## config.mk

```make
export PLATFORM = sky130hd
export DESIGN_NAME = matrix_logical_clock_core
export DESIGN_NICKNAME = d
export VERILOG_FILES = /design/src/design/mlc_pkg.sv /design/src/design/mlc_store.sv /design/src/design/matrix_logical_clock_core.sv
export VERILOG_INCLUDE_DIRS = /design/src /design/src/design
export SDC_FILE = /design/constraint.sdc
export NUM_CORES = 1
export LEC_CHECK = 0
export ABC_CLOCK_PERIOD_IN_PS = 8100
export BUFFER_PORTS_ARGS = -buffer_cell sky130_fd_sc_hd__buf_2
export CORE_MARGIN = 4
export CORE_UTILIZATION = 60
export DETAILED_ROUTE_END_ITERATION = 8
export PLACE_DENSITY_LB_ADDON = 0.3
export RECOVER_POWER = 25
export SYNTH_ARGS = -nofsm -noshare
export SYNTH_HDL_FRONTEND = slang
export SYNTH_HIERARCHICAL = 1
export SYNTH_SLANG_ARGS = --single-unit
```

## constraint.sdc

```tcl
create_clock -name clk -period 8.1 [get_ports clk]
set_input_delay 0.81 -clock clk [delete_from_list [all_inputs] [get_ports clk]]
set_output_delay 0.81 -clock clk [all_outputs]
set_load 0.01 [all_outputs]
```

## src/design/matrix_logical_clock_core_macros.svh

```systemverilog
// Assertion macros shared by the matrix logical clock RTL.
// Depends on nothing; the using module supplies clk and rst_n.
`ifndef MATRIX_LOGICAL_CLOCK_CORE_MACROS_SVH
`define MATRIX_LOGICAL_CLOCK_CORE_MACROS_SVH
`ifndef ASSERT_OFF
`define MLC_ASSERT(label, prop, msg) \
  label: assert property (@(posedge clk) disable iff (!rst_n) prop) else $error(msg);
`define MLC_ASSERT_ALWAYS(label, prop, msg) \
  label: assert property (@(posedge clk) prop) else $error(msg);
`else
`define MLC_ASSERT(label, prop, msg)
`define MLC_ASSERT_ALWAYS(label, prop, msg)
`endif
`endif

```

## src/design/mlc_pkg.sv

```systemverilog
// Package for the matrix logical clock: sizes, opcodes, states and helpers.
// Used by mlc_store and matrix_logical_clock_core; depends on nothing.
package mlc_pkg;

  localparam int NUM_PROCS = 4;
  localparam int MAX_EMIT  = 16;
  localparam int DEPTH     = NUM_PROCS * NUM_PROCS;
  localparam int EMIT_NUM  = (DEPTH > MAX_EMIT) ? MAX_EMIT : DEPTH;
  localparam int ADDR_W    = $clog2(DEPTH);
  localparam int PROC_W    = $clog2(NUM_PROCS);

  localparam logic [1:0] OP_LOCAL = 2'd0;
  localparam logic [1:0] OP_SEND  = 2'd1;
  localparam logic [1:0] OP_MERGE = 2'd2;

  localparam logic REG_OWN_PROCESS = 1'b0;

  typedef enum logic [1:0] {
    ST_IDLE,
    ST_FIRST,
    ST_SECOND,
    ST_EMIT
  } mlc_state_t;

  typedef struct packed {
    logic              rd_en;
    logic [ADDR_W-1:0] rd_addr;
    logic              wr_en;
    logic [ADDR_W-1:0] wr_addr;
    logic [31:0]       wr_data;
  } mlc_mem_req_t;

  function automatic logic mlc_idx_ok(input logic [1:0] v);
    return 32'(v) < NUM_PROCS;
  endfunction

  function automatic logic [ADDR_W-1:0] mlc_addr(input logic [1:0] r, input logic [1:0] c);
    return ADDR_W'(32'(r) * NUM_PROCS + 32'(c));
  endfunction

endpackage

```

## src/design/mlc_store.sv

```systemverilog
// Clock matrix store: one synchronous memory with per-entry valid bits and
// write-to-read forwarding. Depends on mlc_pkg.
module mlc_store import mlc_pkg::*; (
  input  logic         clk,
  input  logic         rst_n,
  input  mlc_mem_req_t req,
  output logic [31:0]  rd_data
);

  logic [31:0]      mem [DEPTH];
  logic [31:0]      q_r;
  logic [DEPTH-1:0] valid_r;
  logic             vld_q_r;
  logic             fwd_hit_r;
  logic [31:0]      fwd_data_r;

  always_ff @(posedge clk) begin
    if (req.wr_en) begin
      mem[req.wr_addr] <= req.wr_data;
    end
    if (req.rd_en) begin
      q_r        <= mem[req.rd_addr];
      fwd_data_r <= req.wr_data;
    end
  end

  always_ff @(posedge clk) begin
    if (!rst_n) begin
      valid_r   <= '0;
      vld_q_r   <= 1'b0;
      fwd_hit_r <= 1'b0;
    end else begin
      if (req.wr_en) begin
        valid_r[req.wr_addr] <= 1'b1;
      end
      if (req.rd_en) begin
        vld_q_r   <= valid_r[req.rd_addr];
        fwd_hit_r <= req.wr_en && (req.wr_addr == req.rd_addr);
      end
    end
  end

  assign rd_data = fwd_hit_r ? fwd_data_r : (vld_q_r ? q_r : 32'd0);

endmodule

```

## src/design/matrix_logical_clock_core.sv

```systemverilog
// Matrix logical clock core: 4x4 matrix of 32-bit counters in one memory.
// A local event bumps the own diagonal entry; a received word raises its entry
// to a larger word value and, if last, also bumps the diagonal; a send bumps
// the diagonal and the (target, own) entry, then emits all 16 entries row-major
// one per cycle, after states FIRST, SECOND and EMIT. A synchronous active-low
// reset clears the matrix and own_process. Needs mlc_pkg, mlc_store, macros.
`include "matrix_logical_clock_core_macros.svh"
module matrix_logical_clock_core import mlc_pkg::*; (
  input  logic        clk,
  input  logic        rst_n,
  input  logic        start,
  output logic        busy,
  input  logic [1:0]  in_opcode,
  input  logic [1:0]  in_target,
  input  logic [1:0]  in_elem_row,
  input  logic [1:0]  in_elem_col,
  input  logic [31:0] in_elem_value,
  input  logic        in_elem_last,
  output logic        out_valid,
  output logic [1:0]  out_row,
  output logic [1:0]  out_col,
  output logic [31:0] out_value,
  output logic        out_last,
  input  logic        psel,
  input  logic        penable,
  input  logic        pwrite,
  input  logic [2:0]  paddr,
  input  logic [31:0] pwdata,
  output logic [31:0] prdata,
  output logic        pready
);

  mlc_state_t        state_r, state_nxt;
  logic [1:0]        own_r;
  logic [1:0]        op_r;
  logic [1:0]        tgt_r;
  logic [31:0]       value_r;
  logic              last_r;
  logic              elem_ok_r;
  logic [ADDR_W-1:0] merge_addr_r;
  logic [ADDR_W-1:0] idx_r;
  logic [PROC_W-1:0] e_row_r, e_col_r;
  logic              emit_v_r;
  logic [PROC_W-1:0] emit_row_r, emit_col_r;
  logic              emit_last_r;
  logic              own_ok;
  logic [ADDR_W-1:0] diag_addr;
  logic [ADDR_W-1:0] sec_addr;
  logic              sec_ok;
  logic              emit_end;
  logic [31:0]       rd_data;
  mlc_mem_req_t      req;

  assign pready   = 1'b1;
  assign prdata   = (paddr[2] == REG_OWN_PROCESS) ? {30'd0, own_r} : 32'd0;
  assign busy     = (state_r != ST_IDLE);
  assign own_ok   = mlc_idx_ok(own_r);
  assign diag_addr = mlc_addr(own_r, own_r);
  assign sec_addr = (op_r == OP_SEND) ? mlc_addr(tgt_r, own_r) : diag_addr;
  assign sec_ok   = (op_r == OP_SEND) ? (own_ok && mlc_idx_ok(tgt_r)) : own_ok;
  assign emit_end = (idx_r == ADDR_W'(EMIT_NUM - 1));

  always_ff @(posedge clk) begin
    if (!rst_n) begin
      own_r <= 2'd0;
    end else if (psel && penable && pwrite && (paddr[2] == REG_OWN_PROCESS)) begin
      own_r <= pwdata[1:0];
    end
  end

  always_comb begin
    state_nxt = state_r;
    unique case (state_r)
      ST_IDLE: begin
        if (start && (in_opcode == OP_LOCAL || in_opcode == OP_SEND ||
                      in_opcode == OP_MERGE)) begin
          state_nxt = ST_FIRST;
        end
      end
      ST_FIRST: begin
        if (op_r == OP_SEND || (op_r == OP_MERGE && last_r)) begin
          state_nxt = ST_SECOND;
        end else begin
          state_nxt = ST_IDLE;
        end
      end
      ST_SECOND: begin
        state_nxt = (op_r == OP_SEND) ? ST_EMIT : ST_IDLE;
      end
      ST_EMIT: begin
        if (emit_end) begin
          state_nxt = ST_IDLE;
        end
      end
      default: state_nxt = ST_IDLE;
    endcase
  end

  always_comb begin
    req = '0;
    unique case (state_r)
      ST_IDLE: begin
        req.rd_en   = start;
        req.rd_addr = (in_opcode == OP_MERGE) ? mlc_addr(in_elem_row, in_elem_col)
                                              : diag_addr;
      end
      ST_FIRST: begin
        req.rd_en   = 1'b1;
        req.rd_addr = sec_addr;
        if (op_r == OP_MERGE) begin
          req.wr_en   = elem_ok_r && (rd_data < value_r);
          req.wr_addr = merge_addr_r;
          req.wr_data = value_r;
        end else begin
          req.wr_en   = own_ok && (op_r == OP_LOCAL || op_r == OP_SEND);
          req.wr_addr = diag_addr;
          req.wr_data = rd_data + 32'd1;
        end
      end
      ST_SECOND: begin
        req.wr_en   = sec_ok;
        req.wr_addr = sec_addr;
        req.wr_data = rd_data + 32'd1;
      end
      ST_EMIT: begin
        req.rd_en   = 1'b1;
        req.rd_addr = idx_r;
      end
      default: req = '0;
    endcase
  end

  always_ff @(posedge clk) begin
    if (state_r == ST_IDLE && start) begin
      op_r         <= in_opcode;
      tgt_r        <= in_target;
      value_r      <= in_elem_value;
      last_r       <= in_elem_last;
      elem_ok_r    <= mlc_idx_ok(in_elem_row) && mlc_idx_ok(in_elem_col);
      merge_addr_r <= mlc_addr(in_elem_row, in_elem_col);
    end
    emit_row_r  <= e_row_r;
    emit_col_r  <= e_col_r;
    emit_last_r <= emit_end;
  end

  always_ff @(posedge clk) begin
    if (!rst_n) begin
      state_r  <= ST_IDLE;
      idx_r    <= '0;
      e_row_r  <= '0;
      e_col_r  <= '0;
      emit_v_r <= 1'b0;
    end else begin
      state_r  <= state_nxt;
      emit_v_r <= (state_r == ST_EMIT);
      if (state_r == ST_EMIT) begin
        idx_r <= idx_r + ADDR_W'(1);
        if (e_col_r == PROC_W'(NUM_PROCS - 1)) begin
          e_col_r <= '0;
          e_row_r <= e_row_r + PROC_W'(1);
        end else begin
          e_col_r <= e_col_r + PROC_W'(1);
        end
      end else begin
        idx_r   <= '0;
        e_row_r <= '0;
        e_col_r <= '0;
      end
    end
  end

  mlc_store u_store (
    .clk     (clk),
    .rst_n   (rst_n),
    .req     (req),
    .rd_data (rd_data)
  );

  assign out_valid = emit_v_r;
  assign out_row   = 2'(emit_row_r);
  assign out_col   = 2'(emit_col_r);
  assign out_value = rd_data;
  assign out_last  = emit_v_r && emit_last_r;

  `MLC_ASSERT(a_out_after_emit, out_valid |-> $past(state_r == ST_EMIT), "stray result word")
  `MLC_ASSERT(a_last_marks_end, out_last |-> $past(emit_end), "last word out of place")
  `MLC_ASSERT(a_send_busy, (start && !busy && in_opcode == OP_SEND) |=> busy, "send not taken")
  `MLC_ASSERT_ALWAYS(a_no_out_reset, !rst_n |=> !out_valid, "result word right after reset")

endmodule
```

**Word level (Yosys, flattened, before mapping)**

Memories as Yosys holds them, arrays and structs flattened. A register that Yosys moved wholly into a read port is not among the register bits.
Index checks and enable logic that the tools add are counted.

- Word-level logic and storage cells: 85
- Memory bits (writable): 512
- Bits in registers: 109
- Memory bits (read-only): 0
- Bits in latches: 0
- Memories: 1
- Output and inout port bits: 72
- Input bits: 82

- $lt $le $gt $ge: 4
- Shifts and indexed selects: 0
- Bitwise operators: 4
- Add/subtract/negate cells: 7
- Multiplexer cells: 19
- Equality and inequality tests: 12
- Multiply operators: 0
- Reductions and logical operators: 20
- Divide/modulo/power cells: 0

Memory list:

| name | words | bits a word | rd ports | clocked after memory_dff | wr ports | line | source |
|---|---|---|---|---|---|---|---|
| u_store.mem | 16 | 32 | 1 | 1 | 1 | mlc_store.sv:10 | `logic [31:0] mem [DEPTH];` |

Operator list:

| cell | number |
|---|---|
| case mux 37 bit (2 select lines) | 1 |
| 2-to-1 mux 32 bit | 2 |
| 2-to-1 mux 37 bit | 1 |
| adder 32 x 1 -> 32 bit, second input constant | 1 |
| less-than comparator 32 bit | 1 |
| OR 16 bit | 1 |
| case mux 5 bit (3 select lines) | 1 |
| adder 4 x 2 -> 4 bit | 3 |
| equality test 2 bit, second input constant | 5 |
| less-than comparator 4 x 5 -> 1 bit, second input constant | 2 |
| 2-to-1 mux 2 bit | 5 |
| logical AND 1 bit | 9 |
| 2-to-1 mux 4 bit | 2 |
| case mux 2 bit (4 select lines) | 1 |
| equality test 2 x 1 -> 1 bit, second input constant | 3 |
| zero test 2 bit | 3 |
| adder 2 x 1 -> 2 bit, second input constant | 2 |
| adder 4 x 1 -> 4 bit, second input constant | 1 |
| binary-select mux 1 bit (select 4 bit) | 1 |
| demux 1 bit (select 4 bit) | 1 |
| equality test 4 bit | 1 |
| equality test 4 bit, second input constant | 1 |
| >= comparator 4 x 1 -> 1 bit, second input constant | 1 |
| logical OR 1 bit | 4 |
| 6 further kinds | 13 |

**Depth between registers and ports, before layout**

- Depth in word-level cells: 10
- Mapped depth: 14
- Mapped depth without buffers: 11

**Modules after synthesis**

Netlist, hierarchy kept.

Modules (own cells, without submodules):

| module | area an instance (µm²) | sequential area each (µm²) | times used | cells an instance |
|---|---|---|---|---|
| mlc_store | 22262.6 | 17656.9 | 1 | 900 |
| matrix_logical_clock_core | 4189.0 | 1591.5 | 1 | 451 |

**Worst setup path before layout**

No wires, ideal clock.

- Kind: reg-to-reg
- Start point: register u_store.fwd_hit_r
- End point: memory u_store.mem[0][0] (enable)
- Stages on the path, launching flop included: 14
- Setup time: 463 ps
- Data arrival time: 5665 ps
- Period minus slack after synthesis: 6128 ps
- Data required time: 7637 ps
- Path slack: 1972 ps
- Buffers on the path: 3
- Cells stage by stage: dfxtp_1 > clkbuf_1 > nor2b_1 > clkbuf_1 > clkbuf_1 > a22o_1 > ha_1 > a21o_1 > a21o_2 > a221o_1 > a2111oi_2 > a2bb2oi_1 > or3b_1 > nor3_1

RTL lines:

| what | line | source |
|---|---|---|
| from (decl) | mlc_store.sv:14 | `logic fwd_hit_r;` |
| from (signal assigned) | mlc_store.sv:38 | `fwd_hit_r <= req.wr_en && (req.wr_addr == req.rd_addr);` |
| to (decl) | mlc_store.sv:10 |  |

==> impl_metrics.tcl <==
set metrics [dict create \
    vias 13800 \
    synth_async_sr_flop_share_pct 0 \
    ios 154 \
    hold_path_class "register to register" \
    r2r_end "u_store/mem[15][17]" \
    die_area_um2 47500 \
    grt_usage_pct 26.1 \
    rsz0062_at_grt "false" \
    cts_buffers 66 \
    path_clk_slew_ps 60 \
    hold_violations 0 \
    postCtsSetupRepairBufs 0 \
    skew_ps 31.8 \
    ys_warn_count 6 \
    synth_flop_cell "edfxtp_1" \
    htree_levels 3 \
    synth.distinct_cells 54 \
    grt_pass1_wl_um 90100 \
    worstSetupStartpointType "register" \
    worstSetupPathType "register to register" \
    dr.first_iter.drc_count 1617 \
    tritoncts "done" \
    min-delay-start "e_col_r[1]" \
    avgSynthCellArea_um2 19.6 \
    clk_latency_ps 590 \
    period_share_pct 84.3 \
    grt_max_degree 72 \
    reg2reg_slack_ps 1270 \
    ys_seq_area_share_pct 72.8 \
    antenna_found_initial 1 \
    met2_usage_pct 41.0 \
    drc_errors 0 \
    rr_worst_depth 11 \
    worstReg2RegStart "u_store/vld_q_r" \
    end_kind "register" \
    slew_violations 208 \
    final_common_cell "edfxtp_1" \
    cts.sinks 653 \
    final_cell_mix "617 x edfxtp_1, 162 x mux4_2, 71 x clkbuf_16" \
    postSynthCellCount 1351 \
    ant_nets 0 \
    rows 76 \
    routedWlPerCell_um 28.5 \
    core_area_um2 43400 \
    crit_start "u_store/vld_q_r" \
    synth_seq_cells 653 \
    n_antenna_cell 0 \
    die_x_um 218 \
    critPathRequiredTime_ps 8330 \
    p_leak_nw 9.28 \
    setup_violations 0 \
    start_util_pct 61.0 \
    grt_use_met3_pct 6.12 \
    synth_edf_count 617 \
    cts_root_buf "clkbuf_16" \
    fin_setup_tns_ps 0 \
    place.gp.congestion 0.788 \
    whs_ps 364 \
    status "complete, but fails checks" \
    routed_wl_um 60600 \
    min_period_ps 6830 \
    critical_path_arrival_ps 7060 \
    hold_depth 0 \
    ctsResizeCount 0 \
    holdPathEnd "out_col[1]" \
    met1_usage_pct 36.7 \
    synth_top_area_share_pct 70.0 \
    grt-busiest-layer "met2" \
    synth_area_leader_cell "edfxtp_1" \
    failed_checks "capacitance limit, slew limit" \
    drv_cap 5 \
    synth_area_leaders "edfxtp_1 70%, mux4_2 14%, dfxtp_1 2.7%" \
    drive_gt1_share_pct 24.7 \
    tightest_slew_ps 4350 \
    fin_nets 1616 \
    netlist_area_um2 26500 \
    first_pass_iters 6 \
    cts_buffer_depth 3 \
    irDropWorstVdd_uv 220 \
    globalRouteOverflowTotal 0 \
    crit_fanout 26 \
    timing.slew.headroom_pct -190 \
    syn_to_final_growth_pct 12.4 \
    die_h_um 218 \
    dpl.hpwl_um 33200 \
    drt-vias-per-instance 6.47 \
    port_buffers 90 \
    power_density_nw_per_um2 244 \
    cts-hold-fix-buffers 0 \
    grt_pass1_vias 14000 \
    max_freq_ghz 0.146 \
]
-- Yosys cell counts (16+ instances only) --
master,instances
dfxtp_1,36
buf_4,31
a22o_1,32
xor2_1,22
nand3_1,18
nor2b_1,23
o21ai_0,25
nand2_1,45
ha_1,38
mux4_2,162
clkbuf_1,41
o21a_1,17
edfxtp_1,617
xnor2_1,16
nand4_1,21
inv_1,42
nor2_1,34
-- cell type report --
type	count	area [um2]
fillers	2702	13600
inverters	42	158
well taps	585	732
multi-input cells	591	6750
flip-flops and latches	653	19200
clock inverters	30	224
repair buffers	142	778
clock buffers	86	1830
-- cells by family (layout without fill, tap and decap cells) --
| group | count (synthesis) | in the layout | synth area share (%) |
|---|---|---|---|
| simple gates | 183 | 183 | 3.60 |
| other cells | 2 | 31 | 0.0284 |
| fa+ha+maj | 38 | 38 | 1.80 |
| buf+inv | 136 | 300 | 2.70 |
| mux | 176 | 176 | 14.4 |
| xor+xnor | 38 | 38 | 1.26 |
| compound gates | 125 | 125 | 3.49 |
| flops | 653 | 653 | 72.8 |
-- flip-flops by register name, summed over array words and instances, names as in the netlist, 4 cells and up --
name,cells
idx_r,4
merge_addr_r,4
u_store/fwd_data_r,32
u_store/mem,512
u_store/q_r,32
u_store/valid_r,16
value_r,32
-- how the worst max path moves through the flow --
stage                           to  slack (ps)  depth (start not counted)
5_1_grt        u_store/mem[13][11]        1130                         11
2_1_floorplan    u_store/mem[0][0]        1970                         13
4_1_cts        u_store/mem[15][17]        2470                         11
3_3_place_gp    u_store/mem[3][16]        2600                         11
3_5_place_dp    u_store/mem[5][28]        2530                         11
6_report       u_store/mem[15][17]        1270                         11
-- power by group --
group,internal (W),switching (W),total (W)
Combinational,0.000213,0.000314,0.000526
Sequential,0.00379,0.0000356,0.00382
Clock,0.00169,0.00121,0.00290
-- stage by stage --
| stage | instances | util, % | cell area, um2 | setup slack [ps] | total power [W] |
|---|---|---|---|---|---|
| floorplan | 1380 | - | 26600 | 1970 | 0.00425 |
| global placement | 2013 | 64.0 | 27700 | 2600 | 0.00439 |
| detailed placement | 2013 | 64.0 | 27700 | 2530 | 0.00441 |
| CTS | 2129 | 68.7 | 29800 | 2470 | 0.00729 |
| global route | 2129 | 68.5 | 29700 | 1130 | 0.00750 |
| finish | 2129 | 68.5 | 29700 | 1270 | 0.00725 |
-- routing by layer --
| metal | share of wire [%] | routed length, um |
|---|---|---|
| met4 | 3.3 | 1980 |
| met1 | 38 | 22800 |
| met5 | 0 | 0 |
| met2 | 49 | 29600 |
| met3 | 10 | 6300 |
-- critical path, stage by stage, from the launching register on --
cell,delay [ps]
dfxtp_1,340
nor2b_4,260
clkbuf_1,1520
a22o_1,460
ha_1,300
a21o_2,200
a221o_1,430
a2111oi_2,690
a2bb2oi_1,520
nand3_1,440
nor2_4,810
buf_4,460
(Power assumes the default switching activity.)
